$ cat src/sv/tcls_pkg.sv
`timescale 1ns / 1ps

package tcls_pkg;

    localparam int CFG_INDEX_W = 3;
    localparam int CFG_DATA_W  = 24;
    localparam int IN_DATA_W   = 32;
    localparam int OUT_DATA_W  = 56;

    // Configuration register indexes
    localparam logic [CFG_INDEX_W-1:0] REG_ON_COLOR     = 3'd0;
    localparam logic [CFG_INDEX_W-1:0] REG_ON_TIME_MS   = 3'd1;
    localparam logic [CFG_INDEX_W-1:0] REG_OFF_COLOR    = 3'd2;
    localparam logic [CFG_INDEX_W-1:0] REG_OFF_TIME_MS  = 3'd3;
    localparam logic [CFG_INDEX_W-1:0] REG_REPEAT_COUNT = 3'd4;

    // Phase codes
    localparam logic [2:0] PH_START_ON  = 3'd0;
    localparam logic [2:0] PH_WAIT_ON   = 3'd1;
    localparam logic [2:0] PH_START_OFF = 3'd2;
    localparam logic [2:0] PH_WAIT_OFF  = 3'd3;
    localparam logic [2:0] PH_COUNT     = 3'd4;

    // Operation codes
    localparam logic OP_STEP  = 1'b0;
    localparam logic OP_START = 1'b1;

    localparam logic [15:0] FOREVER_COUNT = 16'hFFFF;
    localparam logic [23:0] BLACK         = 24'h000000;
    localparam logic [24:0] NEVER_COLOR   = 25'h1FFFFFF;

    typedef struct packed {
        logic [23:0] on_color;
        logic [15:0] on_time_ms;
        logic [23:0] off_color;
        logic [15:0] off_time_ms;
        logic [15:0] repeat_count;
    } cfg_t;

    typedef struct packed {
        logic        active;
        logic [2:0]  step_phase;
        logic [31:0] mark_time;
        logic [15:0] cycles_left;
        logic [24:0] last_sent;
    } seq_state_t;

    typedef struct packed {
        logic [2:0]  phase;
        logic        running;
        logic [23:0] wire_word;
        logic [23:0] color;
        logic        send_color;
    } result_t;

endpackage

$ cat src/sv/tcls_step_logic.sv
`timescale 1ns / 1ps

module tcls_step_logic
(
    input  tcls_pkg::cfg_t       cfg,
    input  tcls_pkg::seq_state_t state_cur,
    input  logic                 operation,
    input  logic [31:0]          now_ms,
    output tcls_pkg::seq_state_t state_next,
    output tcls_pkg::result_t    result
);

    logic        want_color;
    logic [23:0] req_color;
    logic        send;
    logic [23:0] col;
    logic [31:0] elapsed;
    logic [15:0] cycles_dec;

    assign elapsed    = now_ms - state_cur.mark_time;
    assign cycles_dec = state_cur.cycles_left - 16'd1;

    always_comb
    begin
        state_next = state_cur;
        want_color = 1'b0;
        req_color  = tcls_pkg::BLACK;

        if (operation == tcls_pkg::OP_START)
        begin
            state_next.active      = 1'b1;
            state_next.step_phase  = tcls_pkg::PH_START_ON;
            state_next.cycles_left = cfg.repeat_count;
        end
        else if (state_cur.active)
        begin
            unique case (state_cur.step_phase)
                tcls_pkg::PH_START_ON:
                begin
                    if (cfg.on_time_ms == 16'd0)
                    begin
                        state_next.step_phase = tcls_pkg::PH_START_OFF;
                    end
                    else
                    begin
                        want_color           = 1'b1;
                        req_color            = cfg.on_color;
                        state_next.mark_time = now_ms;
                        state_next.step_phase = tcls_pkg::PH_WAIT_ON;
                    end
                end
                tcls_pkg::PH_WAIT_ON:
                begin
                    if (elapsed >= {16'd0, cfg.on_time_ms})
                    begin
                        state_next.step_phase = tcls_pkg::PH_START_OFF;
                    end
                end
                tcls_pkg::PH_START_OFF:
                begin
                    if (cfg.off_time_ms == 16'd0)
                    begin
                        state_next.step_phase = tcls_pkg::PH_COUNT;
                    end
                    else
                    begin
                        want_color           = 1'b1;
                        req_color            = cfg.off_color;
                        state_next.mark_time = now_ms;
                        state_next.step_phase = tcls_pkg::PH_WAIT_OFF;
                    end
                end
                tcls_pkg::PH_WAIT_OFF:
                begin
                    if (elapsed >= {16'd0, cfg.off_time_ms})
                    begin
                        state_next.step_phase = tcls_pkg::PH_COUNT;
                    end
                end
                tcls_pkg::PH_COUNT:
                begin
                    if (state_cur.cycles_left == tcls_pkg::FOREVER_COUNT)
                    begin
                        state_next.step_phase = tcls_pkg::PH_START_ON;
                    end
                    else
                    begin
                        state_next.cycles_left = cycles_dec;
                        if (cycles_dec == 16'd0)
                        begin
                            state_next.active = 1'b0;
                        end
                        else
                        begin
                            state_next.step_phase = tcls_pkg::PH_START_ON;
                        end
                    end
                end
                default:
                begin
                    // Unreachable phase codes hold the state.
                    state_next = state_cur;
                end
            endcase
        end
        else
        begin
            want_color = 1'b1;
            req_color  = tcls_pkg::BLACK;
        end

        // A color goes out only when it differs from the last one sent.
        send = want_color && (state_cur.last_sent != {1'b0, req_color});
        if (send)
        begin
            state_next.last_sent = {1'b0, req_color};
        end
        col = send ? req_color : 24'd0;

        result.send_color = send;
        result.color      = col;
        result.wire_word  = {col[15:8], col[23:16], col[7:0]};
        result.running    = state_next.active;
        result.phase      = state_next.step_phase;
    end

endmodule

$ cat src/sv/two_color_led_blink_sequencer.sv
`timescale 1ns / 1ps
// A word accepted on s_axis is held in the input register, and its result is then
// registered in the output register for m_axis. Throughput: one word per cycle while
// m_axis does not stall; phase machine and timer compares are combinational in between.
// Reset (rst_n low, asynchronous) clears configuration and sequencer state, sets the
// last sent color to a value that matches no color, and empties both stages.

module two_color_led_blink_sequencer
(
    input  logic        clk,
    input  logic        rst_n,

    input  logic                               cfg_wr_en,
    input  logic [tcls_pkg::CFG_INDEX_W-1:0]   cfg_index,
    input  logic [tcls_pkg::CFG_DATA_W-1:0]    cfg_data,

    input  logic                               s_axis_tvalid,
    output logic                               s_axis_tready,
    input  logic [tcls_pkg::IN_DATA_W-1:0]     s_axis_tdata,   // [31:0] now_ms
    input  logic                               s_axis_tuser,   // [0] operation

    output logic                               m_axis_tvalid,
    input  logic                               m_axis_tready,
    // [0] send_color, [24:1] color, [48:25] wire_word, [49] running,
    // [52:50] phase, [55:53] zero
    output logic [tcls_pkg::OUT_DATA_W-1:0]    m_axis_tdata
);

    tcls_pkg::cfg_t       cfg_reg;
    tcls_pkg::seq_state_t state_reg;
    tcls_pkg::seq_state_t state_next;
    tcls_pkg::result_t    result;
    tcls_pkg::result_t    out_reg;

    logic        in_valid_reg;
    logic        in_op_reg;
    logic [31:0] in_now_reg;
    logic        out_valid_reg;
    logic        fire;

    assign fire          = in_valid_reg && (!out_valid_reg || m_axis_tready);
    assign s_axis_tready = !in_valid_reg || fire;

    always_ff @(posedge clk or negedge rst_n)
    begin
        if (!rst_n)
        begin
            cfg_reg <= '0;
        end
        else if (cfg_wr_en)
        begin
            unique case (cfg_index)
                tcls_pkg::REG_ON_COLOR:     cfg_reg.on_color     <= cfg_data;
                tcls_pkg::REG_ON_TIME_MS:   cfg_reg.on_time_ms   <= cfg_data[15:0];
                tcls_pkg::REG_OFF_COLOR:    cfg_reg.off_color    <= cfg_data;
                tcls_pkg::REG_OFF_TIME_MS:  cfg_reg.off_time_ms  <= cfg_data[15:0];
                tcls_pkg::REG_REPEAT_COUNT: cfg_reg.repeat_count <= cfg_data[15:0];
                default:                    cfg_reg              <= cfg_reg;
            endcase
        end
    end

    always_ff @(posedge clk or negedge rst_n)
    begin
        if (!rst_n)
        begin
            in_valid_reg <= 1'b0;
        end
        else if (s_axis_tready)
        begin
            in_valid_reg <= s_axis_tvalid;
        end
    end

    always_ff @(posedge clk)
    begin
        if (s_axis_tready && s_axis_tvalid)
        begin
            in_op_reg  <= s_axis_tuser;
            in_now_reg <= s_axis_tdata;
        end
    end

    tcls_step_logic u_step
    (
        .cfg        (cfg_reg),
        .state_cur  (state_reg),
        .operation  (in_op_reg),
        .now_ms     (in_now_reg),
        .state_next (state_next),
        .result     (result)
    );

    always_ff @(posedge clk or negedge rst_n)
    begin
        if (!rst_n)
        begin
            state_reg.active      <= 1'b0;
            state_reg.step_phase  <= tcls_pkg::PH_START_ON;
            state_reg.mark_time   <= 32'd0;
            state_reg.cycles_left <= 16'd0;
            state_reg.last_sent   <= tcls_pkg::NEVER_COLOR;
        end
        else if (fire)
        begin
            state_reg <= state_next;
        end
    end

    always_ff @(posedge clk or negedge rst_n)
    begin
        if (!rst_n)
        begin
            out_valid_reg <= 1'b0;
        end
        else if (fire)
        begin
            out_valid_reg <= 1'b1;
        end
        else if (m_axis_tready)
        begin
            out_valid_reg <= 1'b0;
        end
    end

    always_ff @(posedge clk)
    begin
        if (fire)
        begin
            out_reg <= result;
        end
    end

    assign m_axis_tvalid = out_valid_reg;
    assign m_axis_tdata  = {3'b000, out_reg};

`ifndef SYNTH
    a_start_arms: assert property (@(posedge clk) disable iff (!rst_n)
        fire && (in_op_reg == tcls_pkg::OP_START) |=>
            state_reg.active && (state_reg.step_phase == tcls_pkg::PH_START_ON))
        else $error("start word did not arm the sequencer");

    a_sent_tracked: assert property (@(posedge clk) disable iff (!rst_n)
        fire && result.send_color |=> state_reg.last_sent == {1'b0, out_reg.color})
        else $error("last sent color does not match the color just sent");

    a_report_state: assert property (@(posedge clk) disable iff (!rst_n)
        fire |=> (out_reg.running == state_reg.active) &&
                 (out_reg.phase == state_reg.step_phase))
        else $error("reported state differs from the sequencer state");

    a_phase_range: assert property (@(posedge clk) disable iff (!rst_n)
        state_reg.step_phase <= tcls_pkg::PH_COUNT)
        else $error("phase left its legal range");
`endif

endmodule
$ cat config.mk
export PLATFORM = sky130hd
export DESIGN_NAME = two_color_led_blink_sequencer
export DESIGN_NICKNAME = d
export VERILOG_FILES = /design/src/sv/tcls_pkg.sv /design/src/sv/tcls_step_logic.sv /design/src/sv/two_color_led_blink_sequencer.sv
export SDC_FILE = /design/constraint.sdc
export NUM_CORES = 1
export LEC_CHECK = 0
export BUFFER_PORTS_ARGS = -buffer_cell sky130_fd_sc_hd__buf_2
export CORE_ASPECT_RATIO = 0.75
export CORE_MARGIN = 8
export CORE_UTILIZATION = 60
export DETAILED_ROUTE_END_ITERATION = 7
export PLACE_DENSITY = 0.81
export SYNTH_ARGS = -nofsm -noshare
export SYNTH_HDL_FRONTEND = slang
export SYNTH_SLANG_ARGS = --single-unit
$ cat constraint.sdc
create_clock -name clk -period 6.7 [get_ports clk]
set_input_delay 0.335 -clock clk [delete_from_list [all_inputs] [get_ports clk]]
set_output_delay 0.335 -clock clk [all_outputs]
set_load 0.02 [all_outputs]
# [Yosys cells after proc, flatten, opt, wreduce, memory -nomap -nowiden]
# Cells that the tools add are included.
[classes] add_sub_neg=2 n_mul=0 div=0 magnitude_cmp=2 eq_ne=13 n_shift=0 mux=33 bitwise_logic=1 n_reduce_logical=24
[op_table] op="$mux W24" count=5
[op_table] op="$mux W77" count=1
[op_table] op="$ge A32 B16 Y1" count=2
[op_table] op="$mux W32" count=2
[op_table] op="$pmux W32 S2" count=1
[op_table] op="$mux W25" count=2
[op_table] op="$logic_not A16 Y1" count=3
[op_table] op="$mux W16" count=3
[op_table] op="$pmux W24 S2" count=1
[op_table] op="$sub A32 B32 Y32" count=1
[op_table] op="$ne A25 B24 Y1" count=1
[op_table] op="$eq A16 B16 Y1 const B" count=1
[op_table] op="$sub A16 B1 Y16 const B" count=1
[op_table] op="$mux W3" count=5
[op_table] op="$pmux W3 S5" count=1
[op_table] op="$eq A3 B2 Y1 const B" count=4
[op_table] op="$reduce_and A2 Y1" count=6
[op_table] op="$mux W1" count=9
[op_table] op="$reduce_bool A2 Y1" count=4
[op_table] op="$eq A3 B1 Y1 const B" count=2
[op_table] op="$eq A3 B3 Y1 const B" count=2
[op_table] op="$logic_not A3 Y1" count=2
[op_table] op="$ne A2 B2 Y1 const B" count=3
[op_table] op="$reduce_and A6 Y1" count=1
[op_table] op="8 further kinds" count=12
[word_totals] ff_bits=261 latchBits=0 ram_bits=0 romBits=0 in_bits=65 out_inout_bits=58 wordCells=94 n_memories=0

# [Depth between registers and ports, before layout]
# Gate-level depths: netlist of run 1.
[depth] word_depth=8 depth_mapped=21 mapped_depth_nobuf=21

# [Modules after synthesis]
# From an unflattened synthesis of run 1, not the netlist that was laid out.
[hier_totals] cells_unflattened=1287 hier_area_um2=14589.0
[by_module_without_submodules] module="two_color_led_blink_sequencer" instances=1 cells_each=468 area_each_um2=9222.6 seq_area_each_um2=6993.0
[by_module_without_submodules] module="tcls_step_logic" instances=1 cells_each=819 area_each_um2=5366.4 seq_area_each_um2=0.0

# [Least setup slack after synthesis of run 1]
# No wires, ideal clock.
[synth_path] path_type="reg-to-reg" start="register in_now_reg[4]" end="register out_reg, in the netlist m_axis_tdata[50] (data pin)" t_arrival_ps=3648 required_time_ps=6526 path_slack_ps=2877 path_stages_with_launch=19 path_buffers=0 synth_period_minus_slack_ps=3823 cell_sequence="edfxtp_1 ha_1 a21o_1 a31oi_1 and2_1 nor2b_1 o21ai_0 nand2b_1 a21oi_1 o21bai_1 xnor2_1 ha_1 a21o_1 a21o_1 a221oi_1 o21ai_0 a2111oi_0 o21bai_1 a311oi_1"
[synth_rtl] element="start: declaration" line="two_color_led_blink_sequencer.sv:37" rtl="logic [31:0] in_now_reg;"
[synth_rtl] element="start signal: assignment" line="two_color_led_blink_sequencer.sv:80" rtl="in_now_reg <= s_axis_tdata;"
[synth_rtl] element="end signal: assignment" line="two_color_led_blink_sequencer.sv:130" rtl="out_reg <= result;"
[synth_rtl] element="end: declaration" line="two_color_led_blink_sequencer.sv:33" rtl="tcls_pkg::result_t out_reg;"

# [Worst setup path after layout of run 1]
[layout_path] start="register cfg_reg[28] (netlist bit)" end="register state_reg[14] (netlist bit)"
[layout_via] elab_chain_len=8 word_cells_on_any_way=13 classes_between="1 x eq/ne; 9 x mux; 3 x reduce/logical"
[layout_rtl] element="start: declaration" line="two_color_led_blink_sequencer.sv:29" rtl="tcls_pkg::cfg_t cfg_reg;"
[layout_rtl] element="start signal: assignment" line="two_color_led_blink_sequencer.sv:58" rtl="default: cfg_reg <= cfg_reg;"
[layout_rtl] element="$logic_not A16 Y1 *" line="tcls_step_logic.sv:61" rtl="if (cfg.off_time_ms == 16'd0)"
[layout_rtl] element="$mux W24" line="tcls_step_logic.sv:61"
[layout_rtl] element="$pmux W24 S2" line="tcls_step_logic.sv:37" rtl="unique case (state_cur.step_phase)"
[layout_rtl] element="$mux W24" line="tcls_step_logic.sv:35" rtl="else if (state_cur.active)"
[layout_rtl] element="$mux W24" line="tcls_step_logic.sv:29" rtl="if (operation == tcls_pkg::OP_START)"
[layout_rtl] element="$ne A25 B24 Y1" line="tcls_step_logic.sv:113" rtl="send = want_color && (state_cur.last_sent != {1'b0, req_color});"
[layout_rtl] element="$logic_and A1 B1 Y1" line="tcls_step_logic.sv:113"
[layout_rtl] element="$mux W25 or $reduce_and A2 Y1 (tied branches)"
[layout_rtl] element="end signal: assignment" line="two_color_led_blink_sequencer.sv:106" rtl="state_reg <= state_next;"
[layout_rtl] element="end: declaration" line="two_color_led_blink_sequencer.sv:30" rtl="tcls_pkg::seq_state_t state_reg;"
# Every way passes the cells marked *; elsewhere a longest branch is shown, timed or not.
# A chain may end at the register's enable or synchronous reset.

==> impl_metrics.tcl, run 1 <==
set metrics [dict create \
    outcome "complete, no violations" \
    htree_levels 1 \
    syn_avg_cell_area_um2 10.70 \
    tns_ns 0 \
    core_area_um2 21180 \
    worst-slew-pin-transition_ns 1.029 \
    die_w_um 185.8 \
    post-route-util_pct 69.54 \
    max_freq_mhz 209.5 \
    place_congestion 0.9081 \
    dpl.hpwl_um 21730 \
    worstHoldEndpoint "in_valid_reg" \
    dp_cells 1553 \
    final_cell_mix "150 x dfrtp_1, 118 x buf_2, 88 x o21ai_0, 88 x mux2_2, 86 x nand2_1" \
    worstSetupPathType "flip-flop to flip-flop" \
    wl_per_cell_um 19.03 \
    dieHeight_um 143.4 \
    hp-start "s_axis_tvalid" \
    nets 1456 \
    drt-pass1-iter-count 5 \
    yosysTopAreaCell "dfrtp_1" \
    crit_path_max_fanout 28 \
    tritoncts "done" \
    clock-sinks 237 \
    clk_pin_slew_ns 0.06 \
    reg2reg_depth 11 \
    cp.required_ns 7.15 \
    layout_commonest_cell "dfrtp_1" \
    drive_gt1_share_pct 24.07 \
    rsz0062_at_grt "false" \
    stdcell_count 1630 \
    port_buffers 119 \
    yosysTopAreaCellShare_pct 28.92 \
    synth_edf_count 62 \
    crit_arrival_ns 5.23 \
    seq_area_frac_synth_pct 48.33 \
    synthArstFlopShare_pct 73.84 \
    diodes 0 \
    power_density_nw_per_um2 410.4 \
    ant_nets 0 \
    cp-start-kind "flip-flop" \
    r2r-start "cfg_reg[28]" \
    rr_endpoint "state_reg[14]" \
    drc 0 \
    mappedNetlistArea_um2 12980 \
    critPathLaunch "cfg_reg[28]" \
    clock-root-buffer "clkbuf_16" \
    finalCritPeriodShare_pct 71.26 \
    yosys.cell_types.count 76 \
    setup_violations 0 \
    drt-total-wl_um 31010 \
    largest_reg_flops 96 \
    synthTopCellsByArea "dfrtp_1 29%, edfxtp_1 14%, mux2_2 7.6%" \
    overflow 0 \
    initial_core_util_pct 61.27 \
    grt_max_degree 67 \
    first_iter_violations 877 \
    grt_usage_pct 23.84 \
    cts_buffer_depth 3 \
    via_per_inst 5.998 \
    antenna_found_initial 0 \
    clock_skew_ns 0.009906 \
    slew_viol_final 0 \
    post_cts_buffers 0 \
    synthCells 1213 \
    fp-row-count 46 \
    min_path_cells 2 \
    hold_viol 0 \
    clk_latency_ns 0.53 \
    worst_ir_drop_vdd_mv 0.2011 \
    timing.final.crit_period_ns 4.774 \
    vias 9777 \
    yosys_warnings 0 \
    ioPinCount 123 \
    synth-seq-cells 237 \
    grt_pass1_vias 9793 \
    dieArea_um2 26640 \
    cts_buffers 24 \
    grt_pass1_wl_um 51370 \
    cap_violations 0 \
    power_leakage_uw 0.006451 \
    min_path_type "input port to flip-flop" \
    max_slew_margin_pct 31.19 \
    synth_flop_cell "dfrtp_1" \
    cp-end-kind "flip-flop" \
    syn_to_final_growth_pct 13.49 \
    r2r_slack_ns 1.93 \
]
## layout make-up
class                           count  area, µm²
Timing Repair Buffer              164       1022
Inverter                           78      292.8
Tap cell                          288      360.3
Multi-Input combinational cell    819       6005
Fill cell                        1578       6452
Clock buffer                       36      718.2
Clock inverter                      8      57.56
Sequential cell                   237       6272
## worst max path at each step
| stage | endpoint | slack [ns] |
|---|---|---|
| floorplan | m_axis_tdata[50] | 2.88 |
| global placement | state_reg[14] | 2.30 |
| detailed placement | state_reg[14] | 2.25 |
| CTS | state_reg[14] | 2.02 |
| global route | state_reg[12] | 1.64 |
| finish | state_reg[14] | 1.93 |
## timing repair
action,in CTS,in global routing
hold buffers,33,0
gates resized for setup,0,0
hold endpoints to repair,90,0
## per-stage QoR
step                setup slack (ns)  total power [µW]  cell area (µm²)  hold slack, ns
floorplan                      2.877              4080            12990         0.03941
global placement               2.300              4576            13620          0.3506
detailed placement             2.248              4679            13620          0.3527
CTS                            2.017              6035            14730        0.005340
global route                   1.644              6486            14730        0.006560
finish                         1.926              6044            14730         0.02508
## power by group
group | switching (µW) | internal (µW) | total [µW]
logic | 1500 | 1140 | 2640
registers | 234 | 1860 | 2090
clock network | 567 | 746 | 1310
total | 2300 | 3750 | 6040
## Yosys cell counts (6+ instances only)
| master | n |
|---|---|
| buf_6 | 6 |
| dfrtp_1 | 150 |
| and3_1 | 8 |
| or2_2 | 6 |
| a21o_1 | 31 |
| o21ai_0 | 88 |
| edfxtp_1 | 62 |
| xnor2_1 | 30 |
| a22oi_1 | 27 |
| a21oi_1 | 52 |
| o21a_1 | 11 |
| mux2_2 | 88 |
| nand4_1 | 16 |
| and2_1 | 6 |
| xor2_1 | 22 |
| o21bai_1 | 7 |
| nor4_1 | 19 |
| a31oi_1 | 7 |
| a211oi_1 | 7 |
| nor3_1 | 43 |
| inv_1 | 77 |
| mux2_4 | 19 |
| buf_4 | 30 |
| nand2_1 | 86 |
| clkbuf_1 | 40 |
| ha_1 | 66 |
| nand2b_1 | 9 |
| and4_1 | 6 |
| dfstp_2 | 25 |
| nor2_1 | 67 |
| nand3_1 | 18 |
## worst max-delay path: stages (launching register included)
cell,delay [ns]
dfrtp_1,0.40
nor4_1,0.85
a41oi_4,0.64
a22oi_1,0.51
nor2_1,0.13
xor2_1,0.19
nor4_1,0.40
and4_1,0.26
a221o_1,0.15
or2_1,0.36
buf_4,0.41
mux2_2,0.38
## cell families after synthesis
kind of cell    share of synthesized area [%]
fa+ha+maj                               6.518
flops                                   48.33
other cells                           0.02890
xor+xnor                                3.509
mux                                     9.911
buf+inv                                 5.833
simple gates                            11.93
compound gates                          13.94
## metal layers
metal / up-vias / part of all wire [%] / track usage (%)
met1: 4782 / 45 / 34.42
met2: 364 / 44 / 35.57
met3: 54 / 8.2 / 5.222
met4: 0 / 2.6 / 6.961
met5: - / 0 / 0
li1: 4577 / - / -
No activity file was read; power rests on OpenSTA's default activity.
==> run 2: changes to the inputs <==
==> constraint.sdc (replaced) <==
create_clock -name clk -period 4.6 [get_ports clk]
set_input_delay 0.23 -clock clk [delete_from_list [all_inputs] [get_ports clk]]
set_output_delay 0.23 -clock clk [all_outputs]
set_load 0.02 [all_outputs]
==> run 2 against run 1 <==
Against the previous run:
- register-to-register slack got worse by 1.6 ns
- clock skew about the same
- die area is the same
- global-route usage down 0.20 points
- total power grew 45%
- worst setup slack lost 1.6 ns
- combinational power up 49%
- clock-buffer cell count grew 3
- final cell count rose by 0.74%
- sequential cell count is the same
- core utilization grew 0.48 points
- critical path type unchanged
- largest cell class unchanged
- largest power group unchanged
- highest routed layer unchanged
==> impl_metrics.tcl, run 2 (synthesized netlist as in run 1, its figures left out) <==
set metrics [dict create \
    switching_share_pct 38.13 \
    initial_core_util_pct 61.27 \
    power_density_nw_per_um2 589.1 \
    min_path_type "input port to flip-flop" \
    p_clk_share_pct 20.0 \
    port_buffers 119 \
    final_cell_mix "150 x dfrtp_1, 118 x buf_2, 88 x mux2_2" \
    fillers 1572 \
    cp.required_ns 4.92 \
    dpl.hpwl_um 21680 \
    dieHeight_um 143.4 \
    rr_endpoint "m_axis_tdata[50]" \
    dieArea_um2 26640 \
    worst_ir_drop_vdd_mv 0.3032 \
    ioPinCount 123 \
    drt-total-wl_um 31190 \
    overflow 0 \
    slew_viol_final 0 \
    timing.final.crit_period_ns 4.251 \
    finalCritPeriodShare_pct 92.42 \
    cp-start-kind "flip-flop" \
    worstSetupPathType "flip-flop to flip-flop" \
    path_buf_inv 1 \
    drc 0 \
    htree_levels 1 \
    vias 9795 \
    first_iter_violations 1036 \
    seqPwrFrac_pct 34.8 \
    cap_violations 0 \
    post_cts_buffers 0 \
    clk_latency_ns 0.51 \
    tns_ns 0 \
    crit_arrival_ns 4.57 \
    syn_to_final_growth_pct 14.28 \
    tritoncts "done" \
    crit_chain "inv_1, ha_2, a21o_1, a31oi_4, and2_4, nor2b_1, o21ai_0, nand2b_1, a21oi_1, o21bai_1, xnor2_1, ha_1, a21o_1, a21o_1, a221oi_1, o21ai_1, a2111oi_2, o21bai_1, a311oi_1" \
    drive_gt1_share_pct 24.08 \
    p_int_uw 5406 \
    grt_pass1_wl_um 51070 \
    critPathLaunch "state_reg[45]" \
    fp-row-count 46 \
    p_comb_share_pct 45.1 \
    grt_pass1_vias 9871 \
    cts_buffers 23 \
    setup_violations 0 \
    nets 1470 \
    worst-slew-pin-transition_ns 0.9507 \
    layout_commonest_cell "dfrtp_1" \
    crit_end "m_axis_tdata[50]" \
    die_w_um 185.8 \
    cts_buffer_depth 3 \
    clock_skew_ns 0.01037 \
    clock-sinks 237 \
    clock-root-buffer "clkbuf_16" \
    diodes 0 \
    clk_pin_slew_ns 0.06 \
    via_per_inst 5.965 \
    drt-pass1-iter-count 6 \
    rsz0062_at_grt "false" \
    largest_reg_flops 96 \
    r2r_slack_ns 0.35 \
    core_area_um2 21180 \
    power.total_uw 8737 \
    place_congestion 0.8945 \
    grt_max_degree 97 \
    p_switching_uw 3331 \
    grt_usage_pct 23.64 \
    max_stage_delay_ns 0.38 \
    reg2reg_depth 19 \
    ant_nets 0 \
    outcome "complete, no violations" \
    antenna_found_initial 0 \
    critPathTopFamily "compound AO/OA/AOI/OAI gates" \
    cp_slowest_cell "a2111oi_2" \
    wl_per_cell_um 18.99 \
    hold_viol 0 \
    max_freq_mhz 235.2 \
    crit_path_max_fanout 5 \
    cp-end-kind "flip-flop" \
    cp_num_cells 19 \
    critPathMostFrequentCell "a21o_1" \
    max_slew_margin_pct 36.42 \
    power_leakage_uw 0.006488 \
    r2r-start "state_reg[45]" \
]
run 2: routing by layer:
metal	track usage, %	share of wire (%)
met1	34.87	46
met2	36.47	45
met3	3.557	7.1
met4	5.127	1.6
met5	0	0
run 2: power groups by stage:
stage	clock [µW]	combinational (µW)	sequential, µW
after floorplan	0	2960	2980
after global placement	0	3660	3040
after detailed placement	0	3800	3060
after CTS	1780	3860	3030
after global routing	1860	4410	3090
final	1750	3940	3040
run 2: stage by stage:
| stage | setup slack [ns] | hold slack, ns | cells | util, % | instance area, µm² |
|---|---|---|---|---|---|
| finish | 0.3488 | 0.02860 | 1642 | 70.02 | 14830 |
| global route | 0.01181 | 0.02195 | 1642 | 70.02 | 14830 |
| CTS | 0.1605 | 0.008098 | 1642 | 69.87 | 14800 |
| detailed placement | 0.1918 | 0.3904 | 1559 | 64.64 | 13690 |
| global placement | 0.4512 | 0.3940 | 1559 | 64.64 | 13690 |
| floorplan | 0.7772 | -0.06559 | 1215 | - | 12990 |
run 2: what timing repair did:
action / CTS / global route
hold buffers: 42 / 0
endpoints found under the hold margin: 137 / 0
setup endpoints to repair: 0 / 2
gates resized for setup: 0 / 8
run 2: layout make-up:
| cell class | count | area, µm² | share of cell area (%) |
|---|---|---|---|
| clock buffer | 39 | 675.6 | 4.556 |
| multi-input combinational | 819 | 6037 | 40.71 |
| sequential | 237 | 6272 | 42.29 |
| tap | 288 | 360.3 | 2.430 |
| clock inverter | 2 | 10.01 | 0.06749 |
| timing repair buffer | 179 | 1182 | 7.973 |
| inverter | 78 | 292.8 | 1.974 |
run 2: how the worst min path moves through the flow:
stage                       start       endpoint  slack [ns]  cells past startpoint
floorplan                   rst_n     cfg_reg[0]       -0.07                      0
global placement            rst_n  state_reg[46]        0.39                      1
detailed placement          rst_n  state_reg[47]        0.39                      1
CTS                 m_axis_tready   in_valid_reg       0.008                      3
global route         cfg_data[19]    cfg_reg[91]        0.02                      2
finish              m_axis_tready   in_valid_reg        0.03                      3
run 2: tightest hold or removal path, stage by stage:
cell and delay, ns:
buf_2 0.08, nand3b_1 0.12, nand2b_1 0.06
==> run 3: changes to the inputs <==
--- a/config.mk
+++ b/config.mk
@@ -6,9 +6,11 @@
 export NUM_CORES = 1
 export LEC_CHECK = 0
 export BUFFER_PORTS_ARGS = -buffer_cell sky130_fd_sc_hd__buf_2
+export CELL_PAD_IN_SITES_DETAIL_PLACEMENT = 1
+export CELL_PAD_IN_SITES_GLOBAL_PLACEMENT = 1
 export CORE_ASPECT_RATIO = 0.75
 export CORE_MARGIN = 8
-export CORE_UTILIZATION = 60
+export CORE_UTILIZATION = 48
 export DETAILED_ROUTE_END_ITERATION = 7
 export PLACE_DENSITY = 0.81
 export SYNTH_ARGS = -nofsm -noshare
==> run 3 against run 2 <==
Against the previous run:
- fmax up 0.10%
- register-to-register slack about the same
- total power up 5.0%
- critical endpoint unchanged
- highest routed layer unchanged
- sequential share of layout area shrank 0.76 points
- die area up 22%
- largest cell class unchanged
- first-iteration DRC count fell by 40%
- core utilization is 14 points lower
==> impl_metrics.tcl, run 3 (synthesized netlist as in run 1, its figures left out) <==
set metrics [dict create \
    outcome "complete, no violations" \
    post_cts_buffers 0 \
    dieArea_um2 32610 \
    antenna_found_initial 0 \
    grt_max_degree 93 \
    drt-pass1-iter-count 4 \
    grt_pass1_wl_um 58590 \
    fp-row-count 52 \
    dpl.hpwl_um 25420 \
    cts_buffers 25 \
    tritoncts "done" \
    grt.met3_usage_pct 4.453 \
    overflow 0 \
    via_per_inst 5.753 \
    fillers 2892 \
    top_usage_layer "met2" \
    final_cell_mix "150 x dfrtp_1, 118 x buf_2, 88 x mux2_2" \
    initial_core_util_pct 48.41 \
    first_iter_violations 625 \
    worstSetupPathType "flip-flop to flip-flop" \
    setup_violations 0 \
    clk_pin_slew_ns 0.06 \
    ioPinCount 123 \
    post-route-util_pct 56.34 \
    clock-root-buffer "clkbuf_16" \
    diodes 0 \
    syn_to_final_growth_pct 16.38 \
    stdcell_count 1714 \
    port_buffers 119 \
    slew_viol_final 0 \
    grt_pass1_vias 10576 \
    clock_skew_ns 0.01559 \
    clk_latency_ns 0.56 \
    dieHeight_um 158.4 \
    crit_arrival_ns 4.60 \
    power_leakage_uw 0.006588 \
    drc 0 \
    cap_violations 0 \
    layout_commonest_cell "dfrtp_1" \
    dp_cells 1621 \
    max_freq_mhz 235.5 \
    postLayoutCellArea_um2 15100 \
    htree_levels 1 \
    timing.final.crit_period_ns 4.247 \
    ant_nets 0 \
    max_slew_margin_pct 33.39 \
    nets 1476 \
    met1_usage_pct 30.75 \
    hold_viol 0 \
    finalCritPeriodShare_pct 92.32 \
    core_area_um2 26810 \
    worst-slew-pin-transition_ns 0.9940 \
    place_congestion 0.9096 \
    min_path_type "input port to flip-flop" \
    drt-total-wl_um 36220 \
    vias 9860 \
    largest_reg_flops 96 \
    crit_path_max_fanout 5 \
    rsz0062_at_grt "false" \
    power_density_nw_per_um2 607.3 \
    worst_ir_drop_vdd_mv 0.3424 \
    tns_ns 0 \
    place_area_um2 13780 \
    wl_per_cell_um 21.13 \
    cp-end-kind "flip-flop" \
    cp-start-kind "flip-flop" \
    cp.required_ns 4.95 \
    grt_usage_pct 22.47 \
    drive_gt1_share_pct 24.94 \
    clock-sinks 237 \
    die_w_um 205.9 \
    cts_buffer_depth 3 \
    grt_util_met2_pct 35.91 \
]
[run 3: critical path: stages (launching register included)]
cell and delay (ns):
dfrtp_1 0.36, inv_1 0.07, ha_2 0.32, a21o_1 0.24, a31oi_4 0.19, and2_1 0.19
nor2b_1 0.06, o21ai_0 0.15, nand2b_1 0.10, a21oi_1 0.16, o21bai_1 0.09, xnor2_1 0.24
ha_1 0.30, a21o_1 0.17, a21o_1 0.17, a21oi_1 0.15, nor2_1 0.07, a211oi_2 0.23
o31ai_2 0.14, nor2_1 0.21, o21bai_1 0.14, a311oi_1 0.31
[run 3: worst paths after layout]
check / startpoint / slack (ns) / cells past startpoint / endpoint
min in group asynchronous: rst_n / 0.34 / 2 / state_reg[44]
max reg2reg: state_reg[45] / 0.35 / 21 / m_axis_tdata[50]
max in group asynchronous: rst_n / 3.25 / 3 / state_reg[4]
min: cfg_data[13] / 0.03 / 3 / cfg_reg[69]
max: state_reg[45] / 0.35 / 21 / m_axis_tdata[50]
min reg2reg: cfg_reg[9] / 0.48 / 2 / state_reg[34]
[run 3: repair_timing]
action	CTS	global route
hold endpoints to repair	138	0
endpoints found under the setup margin	0	3
hold buffers	47	0
resized for setup	0	10
[run 3: cell type report]
type | instances | area (µm²) | area share [%]
Clock buffer | 34 | 709.4 | 4.697
Multi-Input combinational cell | 819 | 6051 | 40.06
Clock inverter | 12 | 101.3 | 0.6710
Timing Repair Buffer | 183 | 1237 | 8.193
Sequential cell | 237 | 6272 | 41.53
Tap cell | 351 | 439.2 | 2.908
Inverter | 78 | 292.8 | 1.939
[run 3: metal layers]
layer | up-vias | part of all wire (%)
met5 | - | 0
met4 | 0 | 2.9
met3 | 65 | 4.9
met2 | 212 | 46
met1 | 4968 | 46
li1 | 4615 | -
[run 3: metrics by stage]
| stage | setup slack [ns] | power, µW | hold WS [ns] |
|---|---|---|---|
| CTS | 0.1209 | 9115 | 0.002024 |
| detailed placement | 0.1580 | 7018 | 0.3915 |
| floorplan | 0.7772 | 5943 | -0.06559 |
| global route | 0.03419 | 9840 | 0.01729 |
| global placement | 0.4173 | 6775 | 0.3863 |
| finish | 0.3531 | 9172 | 0.02849 |
[run 3: power breakdown]
part           switching [µW]  internal (µW)
logic                    2370           1740
registers                 356           2710
clock network             857           1140
